File: config.mk
export PLATFORM = sky130hd
export DESIGN_NAME = signal_lamp_conflict_check_unit
export DESIGN_NICKNAME = d
export VERILOG_FILES = /design/src/rtl/slcc_pkg.sv /design/src/rtl/slcc_verdict.sv /design/src/rtl/signal_lamp_conflict_check_unit.sv
export SDC_FILE = /design/constraint.sdc
export NUM_CORES = 1
export LEC_CHECK = 0
export ABC_AREA = 1
export ABC_CLOCK_PERIOD_IN_PS = 7800
export BUFFER_PORTS_ARGS = -buffer_cell sky130_fd_sc_hd__clkbuf_2
export CORE_MARGIN = 1.5
export CORE_UTILIZATION = 35
export CTS_CLUSTER_DIAMETER = 200
export DETAILED_ROUTE_END_ITERATION = 7
export GPL_ROUTABILITY_DRIVEN = 0
export PLACE_DENSITY_LB_ADDON = 0.1
export RECOVER_POWER = 50
export SETUP_SLACK_MARGIN = 0.5
export SLEW_MARGIN = 10
export SYNTH_ARGS = -nofsm -noshare
export SYNTH_HDL_FRONTEND = slang
export SYNTH_SLANG_ARGS = --single-unit
File: constraint.sdc
create_clock -name clock -period 7.8 [get_ports clock]
set_clock_uncertainty 0.15 [all_clocks]
set_input_delay 0.39 -clock clock [delete_from_list [all_inputs] [get_ports clock]]
set_output_delay 0.39 -clock clock [all_outputs]
set_load 0.02 [all_outputs]
File: src/rtl/slcc_pkg.sv
// Package for the signal lamp conflict check unit: transaction structs, lamp codes,
// reject reasons and the fixed phase tables.
// No dependencies.
`default_nettype none

package slcc_pkg;

   localparam int MOVEMENTS = 8;
   localparam int CROSSINGS = 4;

   typedef logic [1:0] lamp_code_type;
   typedef logic [1:0] phase_type;
   typedef logic [1:0] reason_type;

   localparam lamp_code_type VEH_AMBER  = 2'd1;
   localparam lamp_code_type VEH_GREEN  = 2'd2;
   localparam lamp_code_type WALK_ON    = 2'd1;
   localparam lamp_code_type WALK_FLASH = 2'd2;

   localparam reason_type REASON_NONE     = 2'd0;
   localparam reason_type REASON_RAIL     = 2'd1;
   localparam reason_type REASON_CONFLICT = 2'd2;

   localparam phase_type PHASE_A = 2'd0;
   localparam phase_type PHASE_B = 2'd1;
   localparam phase_type PHASE_C = 2'd2;
   localparam phase_type PHASE_D = 2'd3;

   typedef struct packed {
      logic [15:0] vehicle_lamps;
      logic [7:0]  walker_lamps;
      logic [7:0]  blocked_mask;
   } slcc_req_type;

   typedef struct packed {
      logic       safe;
      reason_type reject_reason;
   } slcc_rsp_type;

   // Vehicle movements run A,A,C,C,B,B,D,D.
   function automatic phase_type veh_phase(input logic [2:0] idx);
      phase_type p;
      case (idx)
         3'd0, 3'd1: p = PHASE_A;
         3'd2, 3'd3: p = PHASE_C;
         3'd4, 3'd5: p = PHASE_B;
         default:    p = PHASE_D;
      endcase
      return p;
   endfunction

   // Pedestrian crossings run C,C,A,A.
   function automatic phase_type walk_phase(input logic [1:0] idx);
      phase_type p;
      case (idx)
         2'd0, 2'd1: p = PHASE_C;
         default:    p = PHASE_A;
      endcase
      return p;
   endfunction

endpackage

`default_nettype wire

File: src/rtl/slcc_verdict.sv
// Combinational verdict for one lamp snapshot: rail entry and phase conflict checks.
// Depends on slcc_pkg.
`default_nettype none

module slcc_verdict
   import slcc_pkg::*;
(
   input  slcc_req_type snap,
   output slcc_rsp_type verdict
);

   logic          have;
   logic          done;
   phase_type     allowed;
   reason_type    reason;
   lamp_code_type code;

   // Scan vehicles in index order, then pedestrians; the first rejection found wins.
   always_comb begin
      have    = 1'b0;
      done    = 1'b0;
      allowed = PHASE_A;
      reason  = REASON_NONE;
      code    = '0;
      for (int i = 0; i < MOVEMENTS; i++) begin
         code = snap.vehicle_lamps[2*i +: 2];
         if (!done && (code == VEH_GREEN || code == VEH_AMBER)) begin
            // A green into a blocked arm is checked before the phase test.
            if (snap.blocked_mask[i] && code == VEH_GREEN) begin
               done   = 1'b1;
               reason = REASON_RAIL;
            end else if (!have) begin
               have    = 1'b1;
               allowed = veh_phase(3'(i));
            end else if (allowed != veh_phase(3'(i))) begin
               done   = 1'b1;
               reason = REASON_CONFLICT;
            end
         end
      end
      for (int j = 0; j < CROSSINGS; j++) begin
         code = snap.walker_lamps[2*j +: 2];
         if (!done && (code == WALK_ON || code == WALK_FLASH)) begin
            if (!have) begin
               have    = 1'b1;
               allowed = walk_phase(2'(j));
            end else if (allowed != walk_phase(2'(j))) begin
               done   = 1'b1;
               reason = REASON_CONFLICT;
            end
         end
      end
      verdict.safe          = !done;
      verdict.reject_reason = reason;
   end

endmodule

`default_nettype wire

File: src/rtl/signal_lamp_conflict_check_unit.sv
// Channel | Direction | Handshake            | Payload
// req_    | in        | req_valid/req_ready  | slcc_req_type: vehicle, walker lamps, blocked mask
// rsp_    | out       | rsp_valid/rsp_ready  | slcc_rsp_type: safe, reject_reason
//
// One transaction per cycle unless rsp_ready stalls; each verdict is registered as the result.
// Latency is set by the request register and the result register around the verdict logic.
// Synchronous active-high reset clears both valid flags; payload registers are not reset.
// A stall on rsp_ready holds the result; the request stage keeps accepting until it is full.
// Depends on slcc_pkg and slcc_verdict.
`default_nettype none

module signal_lamp_conflict_check_unit
   import slcc_pkg::*;
(
   input  logic         clock,
   input  logic         reset,
   input  logic         req_valid,
   output logic         req_ready,
   input  slcc_req_type req_data,
   output logic         rsp_valid,
   input  logic         rsp_ready,
   output slcc_rsp_type rsp_data
);

   logic         req_valid_ff, req_valid_in;
   slcc_req_type req_data_ff, req_data_in;
   logic         rsp_valid_ff, rsp_valid_in;
   slcc_rsp_type rsp_data_ff, rsp_data_in;
   slcc_rsp_type verdict;
   logic         rsp_load;
   logic         req_load;

   slcc_verdict u_verdict (
      .snap    (req_data_ff),
      .verdict (verdict)
   );

   assign rsp_load  = !rsp_valid_ff || rsp_ready;
   assign req_load  = !req_valid_ff || rsp_load;
   assign req_ready = req_load;

   always_comb begin
      req_valid_in = req_valid_ff;
      req_data_in  = req_data_ff;
      rsp_valid_in = rsp_valid_ff;
      rsp_data_in  = rsp_data_ff;
      if (rsp_load) begin
         rsp_valid_in = req_valid_ff;
         rsp_data_in  = verdict;
      end
      if (req_load) begin
         req_valid_in = req_valid;
         req_data_in  = req_data;
      end
   end

   always_ff @(posedge clock) begin
      if (reset) begin
         req_valid_ff <= 1'b0;
         rsp_valid_ff <= 1'b0;
      end else begin
         req_valid_ff <= req_valid_in;
         rsp_valid_ff <= rsp_valid_in;
      end
      req_data_ff <= req_data_in;
      rsp_data_ff <= rsp_data_in;
   end

   assign rsp_valid = rsp_valid_ff;
   assign rsp_data  = rsp_data_ff;

`ifndef SYNTHESIS
   a_safe_matches_reason: assert property (@(posedge clock) disable iff (reset)
      rsp_valid_ff |-> (rsp_data_ff.safe == (rsp_data_ff.reject_reason == REASON_NONE)))
      else $error("safe flag disagrees with reject reason");

   a_reason_legal: assert property (@(posedge clock) disable iff (reset)
      rsp_valid_ff |-> (rsp_data_ff.reject_reason == REASON_NONE ||
                        rsp_data_ff.reject_reason == REASON_RAIL ||
                        rsp_data_ff.reject_reason == REASON_CONFLICT))
      else $error("undefined reject reason on a valid result");

   a_request_advances: assert property (@(posedge clock) disable iff (reset)
      (req_valid_ff && !rsp_valid_ff) |=> rsp_valid_ff)
      else $error("held request did not move into a free result register");
`endif

endmodule

`default_nettype wire

-- Word-level counts from Yosys, hierarchy flattened
Cells that the tools add are included.
- bits in registers: 37
- output and inout bits: 5
- logic and storage cells: 245
- equality and inequality tests: 33
- multiplexer cells: 156
- reductions and logical operators: 49
- operators with widths (kind ; count):
    2-bit 2-to-1 mux ; 94
    1-bit 2-to-1 mux ; 62
    2-bit by 1-bit == test with 1-bit output (second input constant) ; 12
    2-bit == test (second input constant) ; 12
    1-bit logical AND ; 19
    2-bit inequality test ; 9
    1-bit zero test ; 14
    1-bit logical OR ; 14
    2-bit nonzero test ; 2

-- Longest topological paths before layout
Gate-level depths: netlist (run 1).
- word-level depth: 89
- mapped depth: 24
- depth with buffers taken out: 24

-- Hierarchy
From an unflattened synthesis (run 1), not the netlist that was laid out.
- cell total of the unflattened synthesis: 159
- area total of the unflattened synthesis: 1790.5 um^2
- modules (own cells, without submodules) (module ; times used ; cells an instance ; area each (um^2) ; sequential area each (um^2)):
    signal_lamp_conflict_check_unit ; 1 ; 44 ; 1126.1 ; 1091.0
    slcc_verdict ; 1 ; 115 ; 664.4 ; 0.0

-- Worst setup path after synthesis (run 1)
No wires, ideal clock.
- kind: register -> register
- start point: register req_data_ff[19] in the netlist's numbering
- end point: register rsp_data_ff (netlist bit rsp_data[1]), data pin
- library setup time: 253 ps
- data arrival time: 2210 ps
- data required time: 7397 ps
- slack: 5187 ps
- stages on the path, launching flop included: 24
- path through: edfxtp_1 -> ha_1 -> inv_1 -> nand3_1 -> nand2_2 -> nor2_2 -> nand2_4 -> nor2_4 -> a21oi_4 -> nand3_1 -> nand2_1 -> nand3_1 -> nand2_1 -> nand2_1 -> nand2_2 -> nand2_2 -> a21oi_2 -> nand2_1 -> nor2_1 -> nand2_1 -> nand3_1 -> nand2_1 -> nand3_1 -> nand2_1
- longest elaborated chain between the ends: 42
- elaborated cells on any way between the ends: 148
- RTL lines (element ; line ; source):
    start, declared ; signal_lamp_conflict_check_unit.sv:26 ; slcc_req_type req_data_ff, req_data_in;
    start signal, assigned ; signal_lamp_conflict_check_unit.sv:65 ; req_data_ff <= req_data_in;
    2-bit == test or 2-bit by 1-bit == test with 1-bit output (tied branches) ; slcc_verdict.sv:27, slcc_verdict.sv:29 ;
    1-bit logical AND or 1-bit logical OR (tied branches) ; slcc_verdict.sv:29, slcc_verdict.sv:27 ;
    1-bit 2-to-1 mux or 1-bit logical AND (tied branches) ; slcc_verdict.sv:29, slcc_verdict.sv:27 ;
    1-bit 2-to-1 mux ; slcc_verdict.sv:27 ; if (!done && (code == VEH_GREEN || code == VEH_AMBER)) begin
    2-bit 2-to-1 mux (tied with other cells) ; slcc_verdict.sv:32 ; end else if (!have) begin
    2-bit 2-to-1 mux (tied with other cells) ; slcc_verdict.sv:29 ; if (snap.blocked_mask[i] && code == VEH_GREEN) begin
    2-bit 2-to-1 mux or 1-bit 2-to-1 mux (tied branches) ; slcc_verdict.sv:27, slcc_verdict.sv:29 ;
    2-bit inequality test or 1-bit 2-to-1 mux (tied branches) ; slcc_verdict.sv:35, slcc_verdict.sv:27 ;
    [27 not listed] ; -- ;
    1-bit zero test ; slcc_verdict.sv:43 ; if (!done && (code == WALK_ON || code == WALK_FLASH)) begin
    1-bit logical AND ; slcc_verdict.sv:43 ;
    2-bit 2-to-1 mux ; slcc_verdict.sv:43 ;
    2-bit inequality test ; slcc_verdict.sv:47 ; end else if (allowed != walk_phase(2'(j))) begin
    2-bit 2-to-1 mux ; slcc_verdict.sv:47 ;
    2-bit 2-to-1 mux ; slcc_verdict.sv:44 ; if (!have) begin
    2-bit 2-to-1 mux * ; slcc_verdict.sv:43 ;
    via u_verdict.reason[1] ; slcc_verdict.sv:15 ; reason_type reason;
    end signal, assigned ; signal_lamp_conflict_check_unit.sv:66 ; rsp_data_ff <= rsp_data_in;
    end, declared ; signal_lamp_conflict_check_unit.sv:28 ; slcc_rsp_type rsp_data_ff, rsp_data_in;
The timed path passes the listed nets; every way through them passes the cells marked *.
A chain may end at the register's enable or synchronous reset.

-- Worst setup path after layout (run 1)
- start point: register req_data_ff[18] in the netlist's numbering
- end point: register rsp_data_ff (netlist bit rsp_data[1]), data pin
The elaborated chain is that of the path after synthesis.

==> results of run 1 <==
## per-stage QoR
step | hold slack (ns) | setup WS (ns) | area [sq um] | util (%)
after CTS | 0.113 | 4.97 | 2230 | 43.7
after detailed placement | 0.306 | 4.98 | 2140 | 41.9
after global routing | 0.116 | 4.56 | 2230 | 43.6
after floorplan | 0.274 | 5.19 | 1850 | -
after global placement | 0.294 | 5.02 | 2140 | 41.9
final | 0.119 | 4.96 | 2230 | 43.6
## worst max-delay path, stage by stage, from the launching register on
cell	delay, ns
sky130_fd_sc_hd__edfxtp_1	0.36
sky130_fd_sc_hd__inv_1	0.06
sky130_fd_sc_hd__ha_1	0.22
sky130_fd_sc_hd__inv_1	0.07
sky130_fd_sc_hd__nand3_1	0.12
sky130_fd_sc_hd__nand2_2	0.11
sky130_fd_sc_hd__nor2_2	0.05
sky130_fd_sc_hd__nand2_4	0.09
sky130_fd_sc_hd__nor2_4	0.05
sky130_fd_sc_hd__a21oi_4	0.16
sky130_fd_sc_hd__nand3_1	0.11
sky130_fd_sc_hd__nand2_1	0.09
sky130_fd_sc_hd__nand3_1	0.06
sky130_fd_sc_hd__nand2_1	0.08
sky130_fd_sc_hd__nand2_1	0.06
sky130_fd_sc_hd__nand2_2	0.08
sky130_fd_sc_hd__nand2_2	0.06
sky130_fd_sc_hd__a21oi_2	0.09
sky130_fd_sc_hd__nand2_1	0.11
sky130_fd_sc_hd__nor2_1	0.10
sky130_fd_sc_hd__nand2_1	0.05
sky130_fd_sc_hd__nand3_1	0.06
sky130_fd_sc_hd__nand2_1	0.08
sky130_fd_sc_hd__nand3_1	0.07
sky130_fd_sc_hd__nand2_1	0.04
## metal layers
layer	global-route usage (%)	part of all wire, %	up-vias
met5	0	0	-
met4	5.36	2.2	0
met3	3.97	5.5	5
met2	17.7	42	35
met1	15.6	51	542
li1	-	-	678
## Yosys cell counts (all sizes together)
| cell | number |
|---|---|
| o21bai | 1 |
| xnor2 | 2 |
| nand4 | 6 |
| nand3 | 13 |
| dfxtp | 2 |
| a22oi | 1 |
| o221ai | 1 |
| xor2 | 2 |
| o211ai | 2 |
| nor4 | 1 |
| nand2 | 37 |
| ha | 7 |
| nor3 | 2 |
| nor2 | 10 |
| inv | 40 |
| a211oi | 1 |
| edfxtp | 35 |
| a21oi | 9 |
| o21ai | 2 |
| nand3b | 1 |
## cells by family (layout without fill, tap and decap cells)
logic type	count (synthesis)	in the layout	synth area share [%]
AND/OR/NAND/NOR	70	70	18.6
buffers and inverters	40	89	8.14
flip-flops	37	37	59.1
AO/OA/AOI/OAI	17	17	7.53
adder cells (fa/ha/maj)	7	7	4.75
XOR/XNOR	4	4	1.90
## cell type report
type / instances / area [sq um] / area share [%]
clock buffer: 6 / 82.6 / 3.71
sequential: 37 / 1090 / 49.0
multi-input combinational: 98 / 604 / 27.1
timing repair buffer: 41 / 204 / 9.15
tap: 70 / 87.6 / 3.93
inverter: 40 / 150 / 6.74
clock inverter: 2 / 8.76 / 0.393
## power by group
part / switching, mW / leakage [nW] / total, mW / internal [mW]
Sequential: 0.00468 / 0.388 / 0.237 / 0.232
Combinational: 0.0530 / 0.637 / 0.0859 / 0.0329
Clock: 0.0630 / 0.0486 / 0.133 / 0.0699
Total: 0.121 / 1.07 / 0.456 / 0.335
## flip-flops by register name, summed over array words and instances (netlist names)
register and count:
rsp_valid 1, req_data_ff 32, req_valid_ff 1, rsp_data 3
## path summary, 6_finish.rpt
| kind | slack (ns) | end |
|---|---|---|
| max | 4.96 | rsp_data[1] |
| min | 0.12 | req_valid_ff |
| max reg2reg | 4.96 | rsp_data[1] |
| min reg2reg | 0.32 | rsp_valid |
## layout by cell type (no fill, tap or decap)
| cell type | Yosys | routed |
|---|---|---|
| sky130_fd_sc_hd__nand3_2 | 2 | 2 |
| sky130_fd_sc_hd__a21oi_4 | 2 | 2 |
| sky130_fd_sc_hd__dfxtp_1 | 2 | 2 |
| sky130_fd_sc_hd__nor2_4 | 1 | 1 |
| sky130_fd_sc_hd__o21bai_1 | 1 | 1 |
| sky130_fd_sc_hd__nor2_2 | 1 | 1 |
| sky130_fd_sc_hd__nor4_1 | 1 | 1 |
| sky130_fd_sc_hd__edfxtp_1 | 35 | 35 |
| sky130_fd_sc_hd__nand2_4 | 1 | 1 |
| sky130_fd_sc_hd__nand2_1 | 31 | 31 |
| sky130_fd_sc_hd__clkinv_2 | 0 | 1 |
| sky130_fd_sc_hd__a21oi_1 | 4 | 4 |
| sky130_fd_sc_hd__nand2_2 | 5 | 5 |
| sky130_fd_sc_hd__inv_1 | 37 | 37 |
| sky130_fd_sc_hd__a21oi_2 | 3 | 3 |
| sky130_fd_sc_hd__nor3_1 | 2 | 2 |
| sky130_fd_sc_hd__nand3b_1 | 1 | 1 |
| sky130_fd_sc_hd__xnor2_1 | 2 | 2 |
| sky130_fd_sc_hd__o221ai_1 | 1 | 1 |
| sky130_fd_sc_hd__clkbuf_1 | 0 | 1 |
| sky130_fd_sc_hd__xor2_1 | 2 | 2 |
| sky130_fd_sc_hd__nor2_1 | 8 | 8 |
| sky130_fd_sc_hd__a211oi_1 | 1 | 1 |
| sky130_fd_sc_hd__clkinv_1 | 0 | 1 |
| sky130_fd_sc_hd__o211ai_1 | 2 | 2 |
| sky130_fd_sc_hd__ha_1 | 7 | 7 |
| sky130_fd_sc_hd__o21ai_1 | 1 | 1 |
| sky130_fd_sc_hd__clkbuf_8 | 0 | 6 |
| sky130_fd_sc_hd__o21ai_2 | 1 | 1 |
| sky130_fd_sc_hd__nand4_1 | 6 | 6 |
| sky130_fd_sc_hd__nand3_1 | 11 | 11 |
| sky130_fd_sc_hd__clkbuf_2 | 0 | 40 |
| sky130_fd_sc_hd__a22oi_1 | 1 | 1 |
| sky130_fd_sc_hd__inv_2 | 3 | 3 |
==> results.md, run 1 <==
* Root Driver: sky130_fd_sc_hd__clkbuf_8
* Drt pass-1 iters at 6
* Start of the worst register-to-register path: req_data_ff[18]
* Element type at the critical path end: register
* Sort of element at the start of the critical path: register
* Number of antenna cells inserted at 0
* Post-detailed-route via-to-cell ratio at approximately 4.3
* I/O pin count at 41
* Starting density of the core at between 30% and 40%
* Average size of a mapped cell at between 10 and 15 sq um
* Number of buffers added by the clock tree synthesis step at 5
* Post-CTS repair timing setup buffer count at 0
* Mapped Nets at 218
* Maximum net fanout on the critical path at 5
* Number of warning messages in the yosys log at 0
* Gate Count Post-Synth at between 150 and 200
* Most area-hungry cell type in the Yosys netlist: sky130_fd_sc_hd__edfxtp_1
* Number of sinks handled by clock tree synthesis at 37
* Classification of the worst setup path: reg -> reg
* Height of the die at 75.6 um
* Maximum vdd ir drop at about 100 uV
* GRT overflow at 0
* Share of post-route cells with drive strength above 1 at 29.5%
* Chip Width at 75.6 um
* Leakage power summed over all cells at between 1 and 1.5 nW
* Synthesis-stage register bit count at 37
* Vias in the first global route at between 1000 and 1500
* Number of vias after detailed routing at ~1300
* Area Overhead vs Synth at 20.7%
* Routed Antenna Nets at 0
* Achievable clock frequency at ~350 MHz
* Fill cell instance count of the final layout at between 500 and 600
* Total power draw at between 0.4 and 0.5 mW
* HPWL after detailed placement at around 2.2 mm
* Detailed-route wire length per cell at 9.70 um
* Depth of the worst hold-timing path at 2
* R2R depth at 24
* Hold WC Path Type: in -> reg
* Core Region at ~5000 sq um
* Synth Cell Area at 1850 sq um
* Number of setup violations in the final report at 0
* Clk buf depth at 2
* Cells resized by post-CTS repair at 0
* Clock slew at the register clock pins of the worst setup and hold paths at roughly 0.07 ns
* Final period demand of the worst path at about 2.8 ns
* Placed insts at between 200 and 300
* Worst Path Required at roughly 7.7 ns
* DRC violation total after the first TritonRoute iteration at 68
* Arrival time of the worst setup path at 2.73 ns
* Final Instance Count excl. Fillers at approximately 300
* Post-synthesis cell type count at 29
* Share of the synthesized area in the top cell type at 56.9%
* Power per cell area at roughly 200 nW/um^2
* Sequential share of the synthesized area at 59.1%
* DR DRC count at 0
* Cts hold-fix bufs at 0
* Number of levels in the clock H-tree at 2
* Hold violation count in the final report at 0
* Failing checks: capacitance limit, slew limit
* Overall routing resource usage at 11.8%
* Max_cap viols at 1
* Total Wirelength at approximately 2.9 mm
* Outcome: finished with violations
* Pin count of the biggest net entering global routing at 35
* Final nets at about 270
* Area contributors post-synth: sky130_fd_sc_hd__edfxtp_1 (57%), sky130_fd_sc_hd__inv_1 (7.5%), sky130_fd_sc_hd__nand2_1 (6.3%)
* Die Area at 5720 sq um
* Final period utilization at between 30 and 40%
* Number of placement rows at 26
* Startpoint of the tightest hold check path: reset
* Setup tns final at 0 ns
* Number of max-slew violations in the final report at 35
* Least-Margin Pin Slew at approximately 1.7 ns
* CTS tree: done
* Insertion delay to the later sink of the worst-skew pair at around 0.28 ns
* Normalized max-slew margin at -15.1%
* First-pass GRT wire length at just under 5 mm
* Critical path origin: req_data_ff[18]
* Quantity of I/O buffers inserted on ports at 40
* Unrepaired setup endpoints after global routing: false
* Antenna violations before repair at 0
No activity file was read; power rests on OpenSTA's default activity.
==> run 2, diff against run 1 <==
--- a/config.mk
+++ b/config.mk
@@ -5,8 +5,8 @@
 export SDC_FILE = /design/constraint.sdc
 export NUM_CORES = 1
 export LEC_CHECK = 0
-export ABC_AREA = 1
-export ABC_CLOCK_PERIOD_IN_PS = 7800
+export ABC_AREA = 0
+export ABC_CLOCK_PERIOD_IN_PS = 2600
 export BUFFER_PORTS_ARGS = -buffer_cell sky130_fd_sc_hd__clkbuf_2
 export CORE_MARGIN = 1.5
 export CORE_UTILIZATION = 35
==> constraint.sdc (replaced) <==
create_clock -name clock -period 2.6 [get_ports clock]
set_clock_uncertainty 0.15 [all_clocks]
set_input_delay 0.13 -clock clock [delete_from_list [all_inputs] [get_ports clock]]
set_output_delay 0.13 -clock clock [all_outputs]
set_load 0.02 [all_outputs]
==> run 2 against run 1 <==
Effect of this change: the flow now finishes without violations; non-clock buffer count grew 43; total power rose to 3.4 times the previous value; flip-flop and latch count stayed put; largest cell class unchanged.
==> results.md, run 2 <==
* Outcome: completed
* Share of post-route cells with drive strength above 1 at 35.6%
* Detailed-route wire length per cell at 12.6 um
* Number of sinks handled by clock tree synthesis at 37
* Clk buf depth at 2
* Sort of element at the start of the critical path: register
* Area Overhead vs Synth at 55.8%
* Setup tns final at 0 ns
* Dpl ws at roughly 0.057 ns
* Starting density of the core at approximately 37%
* Number of flops mapped to enable cells by yosys at 35
* First-pass GRT wire length at between 5 and 6 mm
* Dominant cell by count in the synthesized netlist: sky130_fd_sc_hd__edfxtp_1
* Pin count of the biggest net entering global routing at 34
* Overall routing resource usage at between 10% and 20%
* Critical path cell sequence: inv_2, ha_4, a21o_4, a21oi_4, a21oi_2, buf_4, o21ai_0, a21oi_1, or4_1
* Max_cap viols at 0
* GRT overflow at 0
* Final nets at 258
* Number of placement rows at 24
* Arrival time of the worst setup path at around 2.4 ns
* Hold WC Path Type: in -> reg
* HPWL after detailed placement at between 2 and 2.5 mm
* CP bufs+invs at 2
* Routed Antenna Nets at 0
* Most area-hungry cell type in the Yosys netlist: sky130_fd_sc_hd__edfxtp_1
* Root Driver: sky130_fd_sc_hd__clkbuf_8
* Min setup slack post-route at about 0.096 ns
* Leading post-synthesis cells by instance count: sky130_fd_sc_hd__edfxtp_1 (35), sky130_fd_sc_hd__inv_1 (11), sky130_fd_sc_hd__nand2_1 (9)
* Vias in the first global route at 1288
* Synth Cell Area at around 1700 sq um
* Placed cell area at roughly 2000 sq um
* Worst Path Required at between 2 and 2.5 ns
* Stage delay of the slowest cell on the critical path at between 0.4 and 0.5 ns
* Insertion delay to the later sink of the worst-skew pair at just under 0.3 ns
* Number of vias after detailed routing at about 1300
* Number of levels in the clock H-tree at 2
* Achievable clock frequency at about 400 MHz
* Placed insts at approximately 220
* Maximum net fanout on the critical path at 5
* Gate Count Post-Synth at about 120
* Hold violation count in the final report at 0
* Clock slew at the register clock pins of the worst setup and hold paths at approximately 0.070 ns
* Post-synthesis cell type count at 35
* Most used cells in the layout excluding fill and tap cells: sky130_fd_sc_hd__clkbuf_2 (36), sky130_fd_sc_hd__edfxtp_1 (35), sky130_fd_sc_hd__dlygate4sd3_1 (34)
* Maximum vdd ir drop at just under 400 uV
* Chip Width at approximately 72 um
* Least-Margin Pin Slew at 0.417 ns
* Register with the most flip-flops: req_data_ff
* Number of flip-flops in the largest register at 32
* Height of the die at 72.1 um
* Sequential share of the synthesized area at approximately two thirds
* Commonest register cell after synthesis: sky130_fd_sc_hd__edfxtp_1
* Final period utilization at a little over nine tenths
* CTS tree: done
* Unrepaired setup endpoints after global routing: true
* Post-detailed-route via-to-cell ratio at approximately 4.7
* Number of antenna cells inserted at 0
* Core Region at approximately 4500 sq um
* Power per cell area at 588 nW/um^2
* Share of the synthesized area in the top cell type at 62.9%
* Kind of cell with the highest combined delay on the critical path: compound AO/OA/AOI/OAI gates
* DRC violation total after the first TritonRoute iteration at 83
* Mapped Nets at approximately 170
* Synthesis-stage register bit count at 37
* Normalized max-slew margin at ~72%
* Number of buffers added by the clock tree synthesis step at 5
* Fin area at around 2600 sq um
* Area occupied by multi-input gates at about 670 sq um
* Fill cell instance count of the final layout at 371
* Antenna violations before repair at 0
* Total Wirelength at 3.37 mm
* Number of warning messages in the yosys log at 0
* Fin Hold WS at 0.0178 ns
* Number of setup violations in the final report at 0
* Register Area at around 1100 sq um
* Most common library cell in the layout ignoring fill and taps: sky130_fd_sc_hd__clkbuf_2
* Drt pass-1 iters at 4
* CP max-delay cell: sky130_fd_sc_hd__or4_1
* Element type at the critical path end: register
* Final period demand of the worst path at about 2.5 ns
* Quantity of I/O buffers inserted on ports at 40
* Classification of the worst setup path: reg -> reg
* Area contributors post-synth: sky130_fd_sc_hd__edfxtp_1 (63%), sky130_fd_sc_hd__ha_1 (5.2%), sky130_fd_sc_hd__inv_1 (2.5%)
* Average size of a mapped cell at 13.5 sq um
* Proportion of synthesized flip-flops having asynchronous set or reset at 0%
* DR DRC count at 0
* Die Area at between 5000 and 6000 sq um
* Leakage power summed over all cells at between 1 and 1.5 nW
* Number of max-slew violations in the final report at 0
* I/O pin count at ~40
* Final Instance Count excl. Fillers at around 270
[run 2: where the power goes]
part | internal [mW] | leakage [nW] | switching, mW
sequential | 0.694 | 0.388 | 0.0161
combinational | 0.162 | 0.617 | 0.147
clock | 0.313 | 0.0585 | 0.198
total | 1.17 | 1.06 | 0.361
[run 2: per-stage QoR]
stage	util (%)	power, mW
floorplan	-	0.856
global placement	43.8	0.915
detailed placement	43.8	0.918
CTS	57.0	1.51
global route	58.2	1.60
finish	58.2	1.53
[run 2: final cells by class]
class | count | share of cell area [%]
repair buffers | 84 | 23.6
clock buffers | 7 | 3.32
clock inverters | 1 | 1.15
well taps | 52 | 2.50
inverters | 12 | 1.73
flip-flops and latches | 37 | 41.9
multi-input cells | 75 | 25.8
[run 2: path summary, 6_finish.rpt]
check	from	endpoint	slack (ns)	cells past startpoint
setup / recovery	req_data_ff[18]	rsp_data[0]	0.1	9
hold / removal	rsp_ready	rsp_valid	0.02	4
setup reg to reg	req_data_ff[18]	rsp_data[0]	0.1	9
hold reg to reg	req_valid_ff	rsp_valid	0.37	2
[run 2: worst reg2reg max path: stages (launching register included)]
cell,delay [ns]
sky130_fd_sc_hd__edfxtp_1,0.38
sky130_fd_sc_hd__inv_2,0.08
sky130_fd_sc_hd__ha_4,0.20
sky130_fd_sc_hd__a21o_4,0.21
sky130_fd_sc_hd__a21oi_4,0.25
sky130_fd_sc_hd__a21oi_2,0.08
sky130_fd_sc_hd__buf_4,0.15
sky130_fd_sc_hd__o21ai_0,0.17
sky130_fd_sc_hd__a21oi_1,0.10
sky130_fd_sc_hd__or4_1,0.48
[run 2: routing by layer]
metal	up-vias	wire, um	track usage (%)	part of all wire (%)
met4	0	58	5.66	1.7
li1	641	-	-	-
met5	-	0	0	0
met1	583	1390	15.2	41
met3	6	154	4.17	4.6
met2	40	1760	24.4	52
[run 2: cell families after synthesis]
logic type | Yosys count | share of synthesized area (%)
xor gates and xnor gates | 5 | 3.07
and+or+nand+nor | 33 | 10.2
DFF | 37 | 65.3
AOI/OAI and AO/OA | 30 | 13.5
adders and majority gates | 7 | 5.24
buffers and inverters | 12 | 2.70
[run 2: what timing repair did]
item                                   in CTS  in global routing
cloned                                      0                  0
setup endpoints to repair                   3                  3
gates resized for setup                    15                  8
pin swaps                                  10                  5
hold buffers                               34                  0
endpoints found under the hold margin      34                  0
buffers inserted                            6                  2
==> run 3, diff against run 2 <==
--- a/config.mk
+++ b/config.mk
@@ -8,6 +8,7 @@
 export ABC_AREA = 0
 export ABC_CLOCK_PERIOD_IN_PS = 2600
 export BUFFER_PORTS_ARGS = -buffer_cell sky130_fd_sc_hd__clkbuf_2
+export CORE_ASPECT_RATIO = 1.5
 export CORE_MARGIN = 1.5
 export CORE_UTILIZATION = 35
 export CTS_CLUSTER_DIAMETER = 200
==> run 3 against run 2 <==
Effect of this change: first-iteration DRC count shrank 59%; total power shrank 2.5%; global-route usage grew 0.58 points; wire length shrank 2.6%; die area grew 0.17%; critical endpoint unchanged; largest cell class unchanged.
==> results.md, run 3 (same netlist as run 2, synthesis figures left out) <==
* Classification of the worst setup path: reg -> reg
* CTS tree: done
* Least-Margin Pin Slew at between 0.5 and 0.6 ns
* Outcome: completed
* Chip Width at approximately 59 um
* GRT overflow at 0
* Post-detailed-route via-to-cell ratio at roughly 4.6
* Hold WC Path Type: in -> reg
* Max_cap viols at 0
* Core Region at around 4500 sq um
* Leakage power summed over all cells at ~1 nW
* Placed cell area at 1970 sq um
* Number of vias after detailed routing at roughly 1300
* Number of sinks handled by clock tree synthesis at 37
* Power per cell area at 588 nW/um^2
* Number of setup violations in the final report at 0
* Quantity of I/O buffers inserted on ports at 40
* Clock slew at the register clock pins of the worst setup and hold paths at roughly 0.080 ns
* Die Area at between 5000 and 6000 sq um
* Insertion delay to the later sink of the worst-skew pair at roughly 0.30 ns
* Critical path cell sequence: ha_4, nand3b_1, nand3_2, buf_6, nor3_4, a21boi_4, o21ai_2, a21oi_2, or4_4
* Stage delay of the slowest cell on the critical path at approximately 0.50 ns
* HPWL after detailed placement at ~2.1 mm
* Final period demand of the worst path at about 2.5 ns
* CP max-delay cell: sky130_fd_sc_hd__or4_4
* Unrepaired setup endpoints after global routing: true
* Most used cells in the layout excluding fill and tap cells: sky130_fd_sc_hd__clkbuf_2 (35), sky130_fd_sc_hd__edfxtp_1 (35), sky130_fd_sc_hd__dlygate4sd3_1 (34)
* Min setup slack post-route at between 0.08 and 0.09 ns
* Final nets at around 250
* Total Wirelength at approximately 3.3 mm
* Height of the die at slightly below 90 um
* Detailed-route wire length per cell at roughly 12 um
* Routed Antenna Nets at 0
* Setup tns final at 0 ns
* Maximum vdd ir drop at 303 uV
* DRC violation total after the first TritonRoute iteration at 34
* Number of levels in the clock H-tree at 2
* Final core utilization at 55.8%
* First-pass GRT wire length at around 5.5 mm
* Maximum net fanout on the critical path at 5
* DR DRC count at 0
* Number of antenna cells inserted at 0
* I/O pin count at slightly above 40
* Dpl ws at between 0.02 and 0.03 ns
* Hold violation count in the final report at 0
* Number of placement rows at 30
* Drt pass-1 iters at 4
* Achievable clock frequency at between 300 and 400 MHz
* Placed insts at 230
* Clk buf depth at 2
* Share of post-route cells with drive strength above 1 at around a third
* Worst Path Required at 2.48 ns
* Final period utilization at 96.6%
* Register with the most flip-flops: req_data_ff
* Root Driver: sky130_fd_sc_hd__clkbuf_8
* Element type at the critical path end: register
* Pin count of the biggest net entering global routing at 34
* Arrival time of the worst setup path at approximately 2.4 ns
* Number of max-slew violations in the final report at 0
* Number of flip-flops in the largest register at 32
* Vias in the first global route at approximately 1400
* Starting density of the core at 36.8%
* Number of buffers added by the clock tree synthesis step at 5
* Sort of element at the start of the critical path: register
* Area Overhead vs Synth at 51.8%
* Final Instance Count excl. Fillers at 276
* Normalized max-slew margin at about two thirds
* Antenna violations before repair at 0
* Overall routing resource usage at about 14%
* Fin area at around 2500 sq um
-- run 3: cell type report --
class | instances | area [sq um]
Tap cell | 64 | 80.1
Clock buffer | 5 | 68.8
Inverter | 12 | 45.0
Timing Repair Buffer | 80 | 583
Sequential cell | 37 | 1090
Clock inverter | 3 | 46.3
Multi-Input combinational cell | 75 | 621
Fill cell | 385 | 2010
-- run 3: final timing paths --
check                                startpoint          end  slack [ns]  depth (start not counted)
worst min register to register     req_valid_ff    rsp_valid        0.38                          2
worst min-delay path                  rsp_ready    rsp_valid        0.02                          4
worst max-delay path            req_data_ff[21]  rsp_data[0]        0.09                          9
worst max register to register  req_data_ff[21]  rsp_data[0]        0.09                          9
-- run 3: stage by stage --
step | total power [mW] | hold slack (ns)
2_1_floorplan | 0.856 | 0.0524
3_3_place_gp | 0.915 | 0.156
3_5_place_dp | 0.920 | 0.159
4_1_cts | 1.49 | 0.0317
5_1_grt | 1.55 | 0.0538
6_report | 1.49 | 0.0200
-- run 3: layer usage --
layer  vias up  part of all wire [%]  global-route usage [%]
met3         8                   4.7                    3.10
met4         0                   2.6                    7.44
met2        45                    55                    27.4
met5         -                     0                       0
li1        641                     -                       -
met1       580                    37                    13.5
-- run 3: worst max-delay path, delay by kind of cell, from the launching register on --
kind	cells	cell delay, ns
compound gates	3	0.36
simple gates	4	0.90
buf+inv	1	0.13
fa+ha+maj	1	0.29
flops	1	0.42
-- run 3: where the power goes --
group	internal (mW)	switching [mW]
Sequential	0.694	0.0150
Combinational	0.142	0.132
Clock	0.287	0.221
-- run 3: timing repair --
action	in CTS	in global routing
hold buffers	34	0
pin swaps	10	2
buffers inserted	4	0
resized for setup	11	4
endpoints found under the setup margin	3	3
endpoints found under the hold margin	34	0
